File: src/rtl/dhap_pkg.sv
// ----------------------------------------------------------------------------
// dhap_pkg
// Shared types and constants for the Diameter header and AVP parser.
// ----------------------------------------------------------------------------
package dhap_pkg;

  localparam int          POSITION_BITS_DEF = 24;
  localparam int          HDR_LEN           = 20;
  localparam logic [31:0] TARGET_RESET      = 32'd268;
  localparam logic [7:0]  REQ_MASK          = 8'h80;
  localparam logic [7:0]  VENDOR_MASK       = 8'h80;

  localparam logic [1:0] ST_FOUND     = 2'd0;
  localparam logic [1:0] ST_NOT_FOUND = 2'd1;
  localparam logic [1:0] ST_MALFORMED = 2'd2;
  localparam logic [1:0] ST_SHORT     = 2'd3;

  typedef struct packed {
    logic [7:0] data_byte;
    logic       last;
  } in_word_t;

  typedef struct packed {
    logic [1:0]  status;
    logic        is_request;
    logic [23:0] command_id;
    logic [31:0] hop_by_hop;
    logic [31:0] result_value;
  } out_word_t;

endpackage

File: src/rtl/dhap_core.sv
// ----------------------------------------------------------------------------
// dhap_core
// Per-message state: header capture and AVP walk, one byte per step.
// ----------------------------------------------------------------------------
module dhap_core #(
  parameter int POSITION_BITS = dhap_pkg::POSITION_BITS_DEF
) (
  input  logic               clk,
  input  logic               rst_n,
  input  logic               step,
  input  dhap_pkg::in_word_t in_word,
  input  logic [31:0]        target,
  output dhap_pkg::out_word_t res
);

  localparam int PB = POSITION_BITS;
  localparam int SW = ((PB > 24) ? PB : 24) + 2;

  typedef enum logic [3:0] {
    PH_SEARCH = 4'b0001,
    PH_DATA   = 4'b0010,
    PH_FOUND  = 4'b0100,
    PH_BAD    = 4'b1000
  } phase_t;

  logic [PB-1:0] pos_r, pos_nxt;
  logic [SW-1:0] start_r, start_nxt;
  logic [63:0]   hdr_r, hdr_nxt;
  logic [31:0]   data_r, data_nxt;
  phase_t        phase_r, phase_nxt;
  logic          req_r, req_nxt;
  logic [23:0]   cmd_r, cmd_nxt;
  logic [31:0]   hop_r, hop_nxt;

  logic [PB-1:0] pos_u;
  logic [SW-1:0] start_u;
  logic [63:0]   hdr_u;
  logic [31:0]   data_u;
  phase_t        phase_u;
  logic          req_u;
  logic [23:0]   cmd_u;
  logic [31:0]   hop_u;

  logic [7:0]    b;
  logic          at_max;
  logic [SW-1:0] pos_ext;
  logic          ge;
  logic [SW-1:0] diff;
  logic [63:0]   hdr_sh;
  logic [23:0]   avp_len;
  logic [24:0]   avp_pad;
  logic          is_short;
  logic [1:0]    status;

  always_comb begin
    b        = in_word.data_byte;
    at_max   = &pos_r;
    pos_ext  = SW'(pos_r);
    ge       = pos_ext >= start_r;
    diff     = pos_ext - start_r;
    hdr_sh   = {hdr_r[55:0], b};
    avp_len  = hdr_sh[23:0];
    avp_pad  = ({1'b0, avp_len} + 25'd3) & ~25'd3;
    is_short = !at_max && (pos_r < PB'(dhap_pkg::HDR_LEN - 1));

    pos_u   = pos_r;
    start_u = start_r;
    hdr_u   = hdr_r;
    data_u  = data_r;
    phase_u = phase_r;
    req_u   = req_r;
    cmd_u   = cmd_r;
    hop_u   = hop_r;

    if (!at_max) begin
      pos_u = pos_r + PB'(1);
      if (pos_r < PB'(dhap_pkg::HDR_LEN)) begin
        if (pos_r == PB'(4)) begin
          req_u = |(b & dhap_pkg::REQ_MASK);
        end else if (pos_r >= PB'(5) && pos_r <= PB'(7)) begin
          cmd_u = {cmd_r[15:0], b};
        end else if (pos_r >= PB'(12) && pos_r <= PB'(15)) begin
          hop_u = {hop_r[23:0], b};
        end
      end else begin
        unique case (phase_r)
          PH_SEARCH: begin
            if (ge && diff < SW'(8)) begin
              hdr_u = hdr_sh;
              if (diff[2:0] == 3'd7) begin
                hdr_u = '0;
                if (avp_len < 24'd8) begin
                  phase_u = PH_BAD;
                end else if (hdr_sh[63:32] == target) begin
                  phase_u = PH_DATA;
                  start_u = start_r + ((|(hdr_sh[31:24] & dhap_pkg::VENDOR_MASK)) ?
                                       SW'(12) : SW'(8));
                end else begin
                  start_u = start_r + SW'(avp_pad);
                end
              end
            end
          end
          PH_DATA: begin
            if (ge && diff < SW'(4)) begin
              data_u = {data_r[23:0], b};
              if (diff[1:0] == 2'd3) begin
                phase_u = PH_FOUND;
              end
            end
          end
          PH_FOUND: begin
          end
          PH_BAD: begin
          end
          default: begin
          end
        endcase
      end
    end

    priority if (phase_u == PH_FOUND) begin
      status = dhap_pkg::ST_FOUND;
    end else if (phase_u == PH_BAD) begin
      status = dhap_pkg::ST_MALFORMED;
    end else begin
      status = dhap_pkg::ST_NOT_FOUND;
    end

    if (is_short) begin
      res = '0;
      res.status = dhap_pkg::ST_SHORT;
    end else begin
      res.status       = status;
      res.is_request   = req_u;
      res.command_id   = cmd_u;
      res.hop_by_hop   = hop_u;
      res.result_value = (status == dhap_pkg::ST_FOUND) ? data_u : 32'd0;
    end

    pos_nxt   = pos_r;
    start_nxt = start_r;
    hdr_nxt   = hdr_r;
    data_nxt  = data_r;
    phase_nxt = phase_r;
    req_nxt   = req_r;
    cmd_nxt   = cmd_r;
    hop_nxt   = hop_r;
    if (step) begin
      if (in_word.last) begin
        pos_nxt   = '0;
        start_nxt = SW'(dhap_pkg::HDR_LEN);
        hdr_nxt   = '0;
        data_nxt  = '0;
        phase_nxt = PH_SEARCH;
        req_nxt   = 1'b0;
        cmd_nxt   = '0;
        hop_nxt   = '0;
      end else begin
        pos_nxt   = pos_u;
        start_nxt = start_u;
        hdr_nxt   = hdr_u;
        data_nxt  = data_u;
        phase_nxt = phase_u;
        req_nxt   = req_u;
        cmd_nxt   = cmd_u;
        hop_nxt   = hop_u;
      end
    end
  end

  always_ff @(posedge clk) begin
    if (!rst_n) begin
      pos_r   <= '0;
      start_r <= SW'(dhap_pkg::HDR_LEN);
      hdr_r   <= '0;
      data_r  <= '0;
      phase_r <= PH_SEARCH;
      req_r   <= 1'b0;
      cmd_r   <= '0;
      hop_r   <= '0;
    end else begin
      pos_r   <= pos_nxt;
      start_r <= start_nxt;
      hdr_r   <= hdr_nxt;
      data_r  <= data_nxt;
      phase_r <= phase_nxt;
      req_r   <= req_nxt;
      cmd_r   <= cmd_nxt;
      hop_r   <= hop_nxt;
    end
  end

endmodule

File: src/rtl/diameter_header_avp_parser_unit.sv
// ----------------------------------------------------------------------------
// diameter_header_avp_parser_unit
// The summary word is registered and appears in the cycle after the last byte is taken.
// Throughput: one byte per cycle unless stalled; the byte walk and capture run in one pass.
// A last byte waits only while a previous summary is still stalled.
// Reset: synchronous, active low; clears message state, target code to 268.
// ----------------------------------------------------------------------------
module diameter_header_avp_parser_unit #(
  parameter int POSITION_BITS = dhap_pkg::POSITION_BITS_DEF
) (
  input  logic                clk,
  input  logic                rst_n,
  input  logic                in_valid,
  output logic                in_stall,
  input  dhap_pkg::in_word_t  in_word,
  output logic                out_valid,
  input  logic                out_stall,
  output dhap_pkg::out_word_t out_word,
  input  logic                cfg_valid,
  output logic                cfg_ready,
  input  logic [31:0]         cfg_data
);

  logic [31:0]         target_code_r, target_code_nxt;
  logic                out_valid_r, out_valid_nxt;
  dhap_pkg::out_word_t out_word_r, out_word_nxt;
  dhap_pkg::out_word_t res;
  logic                step;

  assign cfg_ready = 1'b1;
  assign in_stall  = out_valid_r && out_stall && in_word.last;
  assign step      = in_valid && !in_stall;
  assign out_valid = out_valid_r;
  assign out_word  = out_word_r;

  dhap_core #(
    .POSITION_BITS(POSITION_BITS)
  ) u_core (
    .clk    (clk),
    .rst_n  (rst_n),
    .step   (step),
    .in_word(in_word),
    .target (target_code_r),
    .res    (res)
  );

  always_comb begin
    target_code_nxt = target_code_r;
    if (cfg_valid && cfg_ready) begin
      target_code_nxt = cfg_data;
    end
    out_valid_nxt = out_valid_r;
    out_word_nxt  = out_word_r;
    if (step && in_word.last) begin
      out_valid_nxt = 1'b1;
      out_word_nxt  = res;
    end else if (!out_stall) begin
      out_valid_nxt = 1'b0;
    end
  end

  always_ff @(posedge clk) begin
    if (!rst_n) begin
      target_code_r <= dhap_pkg::TARGET_RESET;
      out_valid_r   <= 1'b0;
    end else begin
      target_code_r <= target_code_nxt;
      out_valid_r   <= out_valid_nxt;
    end
  end

  always_ff @(posedge clk) begin
    out_word_r <= out_word_nxt;
  end

endmodule

File: config.mk
export PLATFORM = sky130hd
export DESIGN_NAME = diameter_header_avp_parser_unit
export DESIGN_NICKNAME = d
export VERILOG_FILES = /design/src/rtl/dhap_pkg.sv /design/src/rtl/dhap_core.sv /design/src/rtl/diameter_header_avp_parser_unit.sv
export SDC_FILE = /design/constraint.sdc
export NUM_CORES = 1
export LEC_CHECK = 0
export BUFFER_PORTS_ARGS = -buffer_cell sky130_fd_sc_hd__buf_2
export CAP_MARGIN = 20
export CORE_ASPECT_RATIO = 0.75
export CORE_UTILIZATION = 45
export DETAILED_ROUTE_END_ITERATION = 10
export PLACE_DENSITY = 0.73
export SYNTH_ARGS = -nofsm -noshare
export SYNTH_HDL_FRONTEND = slang
export SYNTH_SLANG_ARGS = --single-unit
File: constraint.sdc
create_clock -name clk -period 7.4 [get_ports clk]
set_input_delay 1.11 -clock clk [delete_from_list [all_inputs] [get_ports clk]]
set_output_delay 1.11 -clock clk [all_outputs]
set_load 0.05 [all_outputs]
Word level (Yosys, flattened, before mapping)

Cells that the tools add are included.

Register bits: 323
Latch bits: 0
RAM bits: 0
Bits in read-only memories: 0
Bits of input ports: 46
Output and inout port bits: 94
Word-level logic and storage cells: 114
Memories: 0

Add/sub/neg operators: 5
Multipliers: 0
Divide/modulo/power cells: 0
Order comparisons: 10
Equality and inequality tests: 12
Shifts and indexed selects: 0
Muxes and demuxes: 51
Bitwise operators: 1
Reduce and logical (&&, ||, !) cells: 20

Operator list:

| cell                                                                | count |
|---|---|
| two-way mux 32 bit                                                  | 11 |
| two-way mux 56 bit                                                  | 6 |
| two-way mux 26 bit                                                  | 8 |
| two-way mux 24 bit                                                  | 7 |
| < comparator 24 x 5 -> 1 bit (second input constant)                | 2 |
| two-way mux 4 bit                                                   | 9 |
| equality test 32 bit                                                | 1 |
| adder 26 x 25 -> 26 bit                                             | 1 |
| adder 26 bit                                                        | 1 |
| greater-or-equal comparator 24 x 26 -> 1 bit                        | 1 |
| < comparator 26 x 3 -> 1 bit (second input constant)                | 1 |
| < comparator 26 x 4 -> 1 bit (second input constant)                | 1 |
| subtractor 24 x 26 -> 26 bit                                        | 1 |
| adder 24 x 2 -> 25 bit (second input constant)                      | 1 |
| adder 24 x 1 -> 24 bit (second input constant)                      | 1 |
| equality test 24 x 3 -> 1 bit (second input constant)               | 1 |
| greater-or-equal comparator 24 x 3 -> 1 bit (second input constant) | 1 |
| greater-or-equal comparator 24 x 4 -> 1 bit (second input constant) | 1 |
| <= comparator 24 x 3 -> 1 bit (second input constant)               | 1 |
| <= comparator 24 x 4 -> 1 bit (second input constant)               | 1 |
| < comparator 24 x 4 -> 1 bit (second input constant)                | 1 |
| AND reduction 24 bit                                                | 1 |
| logical AND 1 bit                                                   | 9 |
| one-hot mux 4 bit (2 select lines)                                  | 1 |
| other kinds (19)                                                    | 30 |

Longest topological paths before layout

Gate-level depths: netlist of run 1.

Word-level depth: 14
Depth in mapped cells: 20
Mapped depth without buffers: 19

By module

A second synthesis of run 1 with hierarchy kept.

Cells, all modules: 1905
Area, all modules: 17536.8 um2

By module, submodules not included:

| module                          | times used | cells an instance | area an instance (um2) | sequential area each (um2) |
|---|---|---|---|---|
| dhap_core                       | 1          | 1702              | 13504.2                | 3943.8 |
| diameter_header_avp_parser_unit | 1          | 203               | 4032.6                 | 3393.3 |

Worst setup path after synthesis of run 1

No wires, ideal clock.

Kind: input to register
Start point: input in_word[0] (netlist name)
End point: register u_core.start_r[25]
Setup time: 0.120 ns
Arrival: 5.928 ns
Required time: 7.280 ns
Setup slack: 1.353 ns
Stages: 6
Path buffers: 1
Cell sequence: nand3_1 nand2_1 clkbuf_1 nor2_1 nor2_1 a32o_1

Longest elaborated chain between the ends: 4
Elaborated cells between the ends (all ways): 11
Classes of those cells: eq/ne: 3; mux: 1; reduce/logical: 7

Ends and longest elaborated chain:

| what                          | line                                  | RTL |
|---|---|---|
| from (decl)                   | diameter_header_avp_parser_unit.sv:15 | `input dhap_pkg::in_word_t in_word,` |
| logical AND 1 bit             | diameter_header_avp_parser_unit.sv:31 | `assign in_stall = out_valid_r && out_stall && in_word.last;` |
| zero test 1 bit               | diameter_header_avp_parser_unit.sv:32 | `assign step = in_valid && !in_stall;` |
| logical AND 1 bit             | diameter_header_avp_parser_unit.sv:32 |  |
| AND reduction 7 bit (no line) | n/a                                   |  |
| to (signal assigned)          | dhap_core.sv:175                      | `start_r <= SW'(dhap_pkg::HDR_LEN);` |
| to (signal assigned)          | dhap_core.sv:184                      | `start_r <= start_nxt;` |
| to (decl)                     | dhap_core.sv:27                       | `logic [SW-1:0] start_r, start_nxt;` |

Parallel ways exist; a longest one is shown, timed or not.
A chain may end at the register's enable or synchronous reset.

Final worst setup path of run 1

Start point: register u_core.start_r[7]
End point: register u_core.data_r[20]

Longest elaborated chain between the ends: 8
Elaborated cells between the ends (all ways): 9
Classes of those cells: add/sub: 1; order compare: 2; mux: 5; reduce/logical: 1

Ends and longest elaborated chain:

| what                         | line             | RTL |
|---|---|---|
| subtractor 24 x 26 -> 26 bit | dhap_core.sv:60  | `diff = pos_ext - start_r;` |
| < comparator 26 x 3 -> 1 bit | dhap_core.sv:105 | `if (ge && diff < SW'(4)) begin` |
| logical AND 1 bit *          | dhap_core.sv:105 |  |
| two-way mux 32 bit *         | dhap_core.sv:105 |  |
| two-way mux 32 bit *         | dhap_core.sv:86  | `unique case (phase_r)` |
| two-way mux 32 bit *         | dhap_core.sv:77  | `if (pos_r < PB'(dhap_pkg::HDR_LEN)) begin` |
| two-way mux 32 bit *         | dhap_core.sv:75  | `if (!at_max) begin` |
| two-way mux 32 bit *         | dhap_core.sv:150 | `if (in_word.last) begin` |
| to (signal assigned)         | dhap_core.sv:186 | `data_r <= data_nxt;` |
| to (decl)                    | dhap_core.sv:29  | `logic [31:0] data_r, data_nxt;` |

Every way passes the cells marked *; elsewhere a longest branch is shown, timed or not.

==> flow_metrics.env, run 1 <==
export IMPL_top_level_ports=140
export IMPL_reg2reg_slack_ns=1.89
export IMPL_ys_top_cells_by_count="238 x nand2_1, 230 x dfxtp_1, 189 x nor2_1"
export IMPL_vdd_drop_max_v=0.000186
export IMPL_htreeDepth=1
export IMPL_setup_viol=0
export IMPL_cp_endpoint="u_core.data_r[20]$_SDFFE_PN0P_"
export IMPL_yosysMostFrequentCell="nand2_1"
export IMPL_wire_per_inst_um=19.5
export IMPL_coreArea_um2=35800
export IMPL_numPortBuffers=138
export IMPL_ys_seq_elements=321
export IMPL_setup_tns_final_ns=0
export IMPL_r2r_cells=13
export IMPL_report_final_slew_viol_count=0
export IMPL_hold_violations=0
export IMPL_clk_pin_slew_worst_paths_ns=0.07
export IMPL_p_per_area_nw_per_um2=205
export IMPL_r2r_end="u_core.data_r[20]$_SDFFE_PN0P_"
export IMPL_synth_enable_flop_cells=91
export IMPL_syn_area_um2=16300
export IMPL_cts_resized=0
export IMPL_die_h_um=167
export IMPL_vias=14200
export IMPL_dr_pass1_iters=6
export IMPL_syn_inst=1809
export IMPL_die_w_um=222
export IMPL_postCtsHoldBufs=0
export IMPL_vias_per_cell=5.99
export IMPL_cts_tree="done"
export IMPL_required_ns=7.92
export IMPL_initial_utilization_pct=45.6
export IMPL_ys_warn_count=0
export IMPL_drc=0
export IMPL_holdCritPathClass="register to register"
export IMPL_crit_path_end_kind="register"
export IMPL_nets=1972
export IMPL_critPathLaunchType="register"
export IMPL_grtUsageTotal_pct=24.2
export IMPL_ys_flop_type="dfxtp_1"
export IMPL_final_setup_skew_ns=0.0133
export IMPL_power_leakage_nw=6.97
export IMPL_synth_area_top_cells="dfxtp_1 28%, edfxtp_1 17%, nand2_1 5.5%"
export IMPL_status="finished clean"
export IMPL_rsz0062_at_grt="false"
export IMPL_fin_crit_sh_pct=74.5
export IMPL_grt_pass1_vias=13000
export IMPL_post_route_min_period_ns=5.51
export IMPL_synthArstFlopShare_pct=0
export IMPL_ys_seq_area_share_pct=44.9
export IMPL_fmax_mhz=181
export IMPL_syn_area_per_cell_um2=9.03
export IMPL_yosys_area_top_type="dfxtp_1"
export IMPL_drv_cap=0
export IMPL_rows=60
export IMPL_hold_ws_ns=0.477
export IMPL_detail_route_antenna_nets=0
export IMPL_cts_root_buf="clkbuf_16"
export IMPL_routabilityCongestion=0.915
export IMPL_worstSetupPathType="register to register"
export IMPL_area_growth_pct=12.2
export IMPL_synth_cell_type_count=84
export IMPL_rr_startpoint="u_core.start_r[7]$_SDFFE_PN0P_"
export IMPL_synth_nets=1906
export IMPL_wl_um=46200
export IMPL_grt_first_pass_wirelength_um=72500
export IMPL_worst_pin_slew_ns=1.05
export IMPL_critPathArrivalTime_ns=6.03
export IMPL_die_area_um2=37100
export IMPL_drive_gt1_share_pct=13.5
export IMPL_cts_buffer_depth=3
export IMPL_postCtsSetupRepairBufs=0
export IMPL_synth_top_area_share_pct=28.2
export IMPL_grt_max_degree=73
export IMPL_dp_hpwl_um=32800
export IMPL_clk_insertion_delay_late_ns=0.58
export IMPL_numCtsBuffers=30
export IMPL_path_max_fanout=35
export IMPL_overflow=0
export IMPL_cts_sinks=321
export IMPL_grt_antenna_before_repair=1
export IMPL_drt_initial_drc_count=1505
export IMPL_relSlewSlack_pct=28.2
export IMPL_crit_start="u_core.start_r[7]$_SDFFE_PN0P_"
layer usage:
layer / track usage (%) / share of wire (%) / vias up
met2: 36.0 / 43 / 637
met3: 5.01 / 8.8 / 58
li1: - / - / 6661
met5: 0 / 0 / -
met1: 36.5 / 47 / 6811
met4: 3.77 / 1.2 / 0
worst max-delay path, cell delays in order, from the launching register on:
cell and delay [ns]:
dfxtp_1 0.38, inv_1 0.08, ha_1 0.42, and3_1 0.31
a221o_1 0.37, a31oi_1 0.26, mux2_2 0.41, a2111oi_0 0.92
nand4_1 0.16, or2_2 0.37, nor4_4 0.27, buf_4 0.40
and2_1 0.82, a22o_1 0.26
cell families after synthesis:
group / synth area share, %
buffers and inverters: 4.38
other: 0.0460
AND/OR/NAND/NOR: 18.4
XOR/XNOR: 4.77
adder cells (fa/ha/maj): 3.95
flip-flops: 44.9
multiplexers: 3.33
AO/OA/AOI/OAI: 20.1
per-stage QoR:
step / cells / area [um^2] / setup slack, ns / total power, mW / utilization, %
finish: 2365 / 18300 / 1.89 / 3.76 / 51.1
global route: 2364 / 18300 / 1.73 / 3.88 / 51.1
CTS: 2364 / 18300 / 2.12 / 3.79 / 51.1
detailed placement: 2308 / 17300 / 1.82 / 2.17 / 48.2
global placement: 2308 / 17300 / 1.92 / 2.17 / 48.2
floorplan: 1809 / 16300 / 1.35 / 2.10 / -
state kept, by name (all words and copies together), names as in the netlist:
signal / count
u_core.start_r: 24
out_word: 91
u_core.pos_r: 24
u_core.cmd_r: 24
u_core.req_r: 1
out_valid: 1
u_core.hdr_r: 56
u_core.hop_r: 32
u_core.data_r: 32
u_core.phase_r: 4
target_code_r: 32
how the worst min path moves through the flow:
stage / from / end / slack (ns) / cells past startpoint
2_1_floorplan: u_core.hdr_r[16]$_SDFFE_PN0P_ / u_core.hdr_r[24]$_SDFFE_PN0P_ / 0.44 / 1
3_3_place_gp: u_core.hdr_r[18]$_SDFFE_PN0P_ / u_core.hdr_r[26]$_SDFFE_PN0P_ / 0.45 / 1
3_5_place_dp: u_core.data_r[24]$_SDFFE_PN0P_ / u_core.data_r[24]$_SDFFE_PN0P_ / 0.46 / 1
4_1_cts: u_core.hdr_r[16]$_SDFFE_PN0P_ / u_core.hdr_r[24]$_SDFFE_PN0P_ / 0.48 / 1
5_1_grt: u_core.data_r[31]$_SDFFE_PN0P_ / u_core.data_r[31]$_SDFFE_PN0P_ / 0.50 / 1
6_report: u_core.hdr_r[16]$_SDFFE_PN0P_ / u_core.hdr_r[24]$_SDFFE_PN0P_ / 0.48 / 1
where the power goes:
part           internal [mW]  switching, mW  total, mW
Clock                  0.890          0.735       1.62
Sequential              1.84         0.0166       1.85
Combinational         0.0756          0.211      0.287
Total                   2.80          0.963       3.76
cells in the final DEF (no fill, tap or decap), types with 9 or more instances in the layout:
cell,n
o211ai_1,10
clkbuf_16,31
nor2_1,188
a31oi_1,9
nor3_1,25
buf_2,138
or3_1,15
dfxtp_1,230
nand3_1,32
o21ai_0,68
a22o_1,72
a32oi_1,9
o2bb2ai_1,16
a22oi_1,49
xor2_1,55
a21o_1,17
xnor2_1,34
and2_1,9
nand4_1,25
nor4_1,22
nand2b_1,16
ha_1,50
a21oi_1,141
edfxtp_1,91
mux2i_1,51
nor2b_1,17
inv_1,47
nand2_1,238
buf_4,19
layout make-up:
type | count | area (um^2)
sequential | 321 | 7340
clock inverter | 25 | 273
clock buffer | 31 | 776
timing repair buffer | 157 | 833
tap | 465 | 582
fill | 3256 | 17500
multi-input combinational | 1317 | 8330
inverter | 48 | 180
antenna | 1 | 2.50
No activity file was read; power rests on OpenSTA's default activity.
==> run 2: changes to the inputs <==
--- a/config.mk
+++ b/config.mk
@@ -5,6 +5,7 @@
 export SDC_FILE = /design/constraint.sdc
 export NUM_CORES = 1
 export LEC_CHECK = 0
+export ABC_AREA = 1
 export BUFFER_PORTS_ARGS = -buffer_cell sky130_fd_sc_hd__buf_2
 export CAP_MARGIN = 20
 export CORE_ASPECT_RATIO = 0.75
==> constraint.sdc (replaced) <==
create_clock -name clk -period 5.8 [get_ports clk]
set_input_delay 0.87 -clock clk [delete_from_list [all_inputs] [get_ports clk]]
set_output_delay 0.87 -clock clk [all_outputs]
set_load 0.05 [all_outputs]
==> run 2 against run 1 <==
Effect of this change:
- maximum frequency is 17% higher
- worst hold slack worse by 0.015 ns
- critical path type unchanged
- sequential cell count stayed put
==> flow_metrics.env, run 2 <==
export IMPL_status="finished clean"
export IMPL_rsz0062_at_grt="false"
export IMPL_clk_pin_slew_worst_paths_ns=0.06
export IMPL_p_per_area_nw_per_um2=269
export IMPL_die_h_um=172
export IMPL_vias=16000
export IMPL_setup_viol=0
export IMPL_cts_resized=0
export IMPL_postCtsSetupRepairBufs=0
export IMPL_fmax_mhz=212
export IMPL_post_route_min_period_ns=4.72
export IMPL_die_area_um2=39400
export IMPL_synth_nets=2538
export IMPL_required_ns=6.23
export IMPL_nets=2621
export IMPL_vdd_drop_max_v=0.000223
export IMPL_relSlewSlack_pct=30.9
export IMPL_setup_tns_final_ns=0
export IMPL_yosysMostFrequentCell="nand2_1"
export IMPL_cts_tree="done"
export IMPL_synthArstFlopShare_pct=0
export IMPL_ys_warn_count=0
export IMPL_slowest_delay_ns=0.46
export IMPL_ys_seq_elements=321
export IMPL_pwr_share_clk_pct=43.5
export IMPL_synth_area_top_cells="dfxtp_1 27%, edfxtp_1 16%, nand2_1 12%"
export IMPL_ys_seq_area_share_pct=42.3
export IMPL_switching_share_pct=25.9
export IMPL_wl_met3_um=3410
export IMPL_utilization_pct=52.0
export IMPL_largest_register_ffs=91
export IMPL_synth_enable_flop_cells=91
export IMPL_numPortBuffers=138
export IMPL_dp_cells=2990
export IMPL_fin_crit_sh_pct=81.4
export IMPL_p_seq_share_pct=46.2
export IMPL_wl_met2_um=19900
export IMPL_slowest_stage="inv_1"
export IMPL_wl_um=47700
export IMPL_switchingPower_mw=1.36
export IMPL_drc=0
export IMPL_dr_pass1_iters=5
export IMPL_crit_chain="xnor2_1, nand4_1, nor3_1, and2_1, nand2_1, inv_1, nand2_1, o31ai_1, ha_1, inv_1, fa_1, o21ai_0, a21oi_1, o21ai_0, buf_4, nand2_1, nand2_1, a21oi_1, o21ai_0, nor2_1, nor3b_1, nand3_1, a21oi_1"
export IMPL_combinationalPowerShare_pct=10.3
export IMPL_syn_inst=2441
export IMPL_ys_top_cells_by_count="540 x nand2_1, 334 x inv_1, 321 x nor2_1"
export IMPL_grt_pass1_vias=14400
export IMPL_grt_max_degree=93
export IMPL_report_final_slew_viol_count=0
export IMPL_total_power_mw=5.26
export IMPL_grt_first_pass_wirelength_um=75800
export IMPL_die_w_um=229
export IMPL_hold_violations=0
export IMPL_routabilityCongestion=0.938
export IMPL_grt_antenna_before_repair=1
export IMPL_synth_top_family_by_area="simple AND/OR/NAND/NOR gates"
export IMPL_drv_cap=0
export IMPL_clk_insertion_delay_late_ns=0.52
export IMPL_top_layer="met5"
export IMPL_cts_sinks=321
export IMPL_synth_cell_type_count=48
export IMPL_top_level_ports=140
export IMPL_internal_power_mw=3.90
export IMPL_dpl_worst_slack_ns=1.01
export IMPL_wirelength_met1_um=23700
export IMPL_ys_flop_type="dfxtp_1"
export IMPL_critPathLaunchType="register"
export IMPL_coreArea_um2=37600
export IMPL_rows=61
export IMPL_dp_hpwl_um=33500
export IMPL_worstSetupPathType="register to register"
export IMPL_cts_root_buf="clkbuf_16"
export IMPL_fillers=3626
export IMPL_worst_path_most_repeated_cell="nand2_1"
export IMPL_drt_initial_drc_count=1540
export IMPL_drive_gt1_share_pct=11.0
export IMPL_area_growth_pct=12.5
export IMPL_synth_top_area_share_pct=26.5
export IMPL_yosys_area_top_type="dfxtp_1"
export IMPL_htreeDepth=2
export IMPL_n_antenna_cell=0
export IMPL_grtUsageTotal_pct=23.7
export IMPL_crit_path_end_kind="register"
export IMPL_syn_area_per_cell_um2=7.11
export IMPL_layout_common_cells="540 x nand2_1, 332 x inv_1, 320 x nor2_1, 230 x dfxtp_1, 210 x o21ai_0"
export IMPL_wire_per_inst_um=15.6
export IMPL_vias_per_cell=5.23
export IMPL_critPathArrivalTime_ns=5.15
export IMPL_postCtsHoldBufs=0
export IMPL_path_max_fanout=16
export IMPL_final_setup_skew_ns=0.0216
export IMPL_detail_route_antenna_nets=0
export IMPL_power_leakage_nw=8.78
export IMPL_finalNonFillerCells=3053
export IMPL_synth_compound_area_share_pct=16.0
export IMPL_cts_buffer_depth=3
export IMPL_holdCritPathClass="register to register"
export IMPL_synth_area_mux_share_pct=0
export IMPL_yosys_area_share_simple_pct=25.3
export IMPL_layout_commonest_cell="nand2_1"
export IMPL_overflow=0
export IMPL_initial_utilization_pct=46.2
export IMPL_syn_area_um2=17400
export IMPL_synth_xor_area_share_pct=2.62
export IMPL_worst_pin_slew_ns=1.04
export IMPL_numCtsBuffers=35
export IMPL_synthAdderAreaFrac_pct=3.72
export IMPL_fin_ws_ns=1.08
[run 2: final timing paths]
check / depth (start not counted) / start / slack [ns] / end
max reg2reg: 23 / target_code_r[26]$_SDFFE_PN0P_ / 1.08 / u_core.start_r[22]$_SDFFE_PN0P_
min: 2 / u_core.cmd_r[21]$_SDFFE_PN0P_ / 0.46 / u_core.cmd_r[21]$_SDFFE_PN0P_
min reg2reg: 2 / u_core.cmd_r[21]$_SDFFE_PN0P_ / 0.46 / u_core.cmd_r[21]$_SDFFE_PN0P_
max: 23 / target_code_r[26]$_SDFFE_PN0P_ / 1.08 / u_core.start_r[22]$_SDFFE_PN0P_
[run 2: critical path: cells and delay by family (launching register included)]
family,cells,cell delay (ns)
and+or+nand+nor,10,1.38
adders and majority gates,2,0.63
AOI/OAI and AO/OA,7,1.36
buffers and inverters,3,0.68
xor gates and xnor gates,1,0.29
DFF,1,0.33
[run 2: cell families after synthesis]
| family | Yosys count |
|---|---|
| AO/OA/AOI/OAI | 499 |
| XOR/XNOR | 52 |
| adder cells (fa/ha/maj) | 51 |
| buffers and inverters | 449 |
| flip-flops | 321 |
| other | 2 |
| AND/OR/NAND/NOR | 1067 |
[run 2: stage by stage]
| stage | hold WS (ns) | instance area [um^2] |
|---|---|---|
| after detailed placement | 0.456 | 18400 |
| after global placement | 0.451 | 18400 |
| after floorplan | 0.445 | 17400 |
| final | 0.462 | 19500 |
| after global routing | 0.480 | 19500 |
| after CTS | 0.465 | 19500 |
[run 2: area by class of cell]
type	instances	area, um^2	area share, %
Multi-Input combinational cell	1671	8310	42.5
Tap cell	504	631	3.23
Timing Repair Buffer	153	816	4.18
Inverter	342	1280	6.58
Clock buffer	44	940	4.81
Clock inverter	18	221	1.13
Sequential cell	321	7340	37.6
[run 2: per-layer routing]
layer  up-vias  track usage, %
li1       8035               -
met1      7348            35.9
met2       536            35.2
met3        56            3.64
met4         2            5.51
met5         -               0
[run 2: power by group through the flow]
| stage | logic [mW] | registers (mW) | clock network (mW) |
|---|---|---|---|
| after CTS | 0.537 | 2.43 | 2.31 |
| after global placement | 0.528 | 2.47 | 0 |
| after detailed placement | 0.534 | 2.48 | 0 |
| final | 0.543 | 2.43 | 2.29 |
| after global routing | 0.597 | 2.44 | 2.41 |
| after floorplan | 0.331 | 2.53 | 0 |
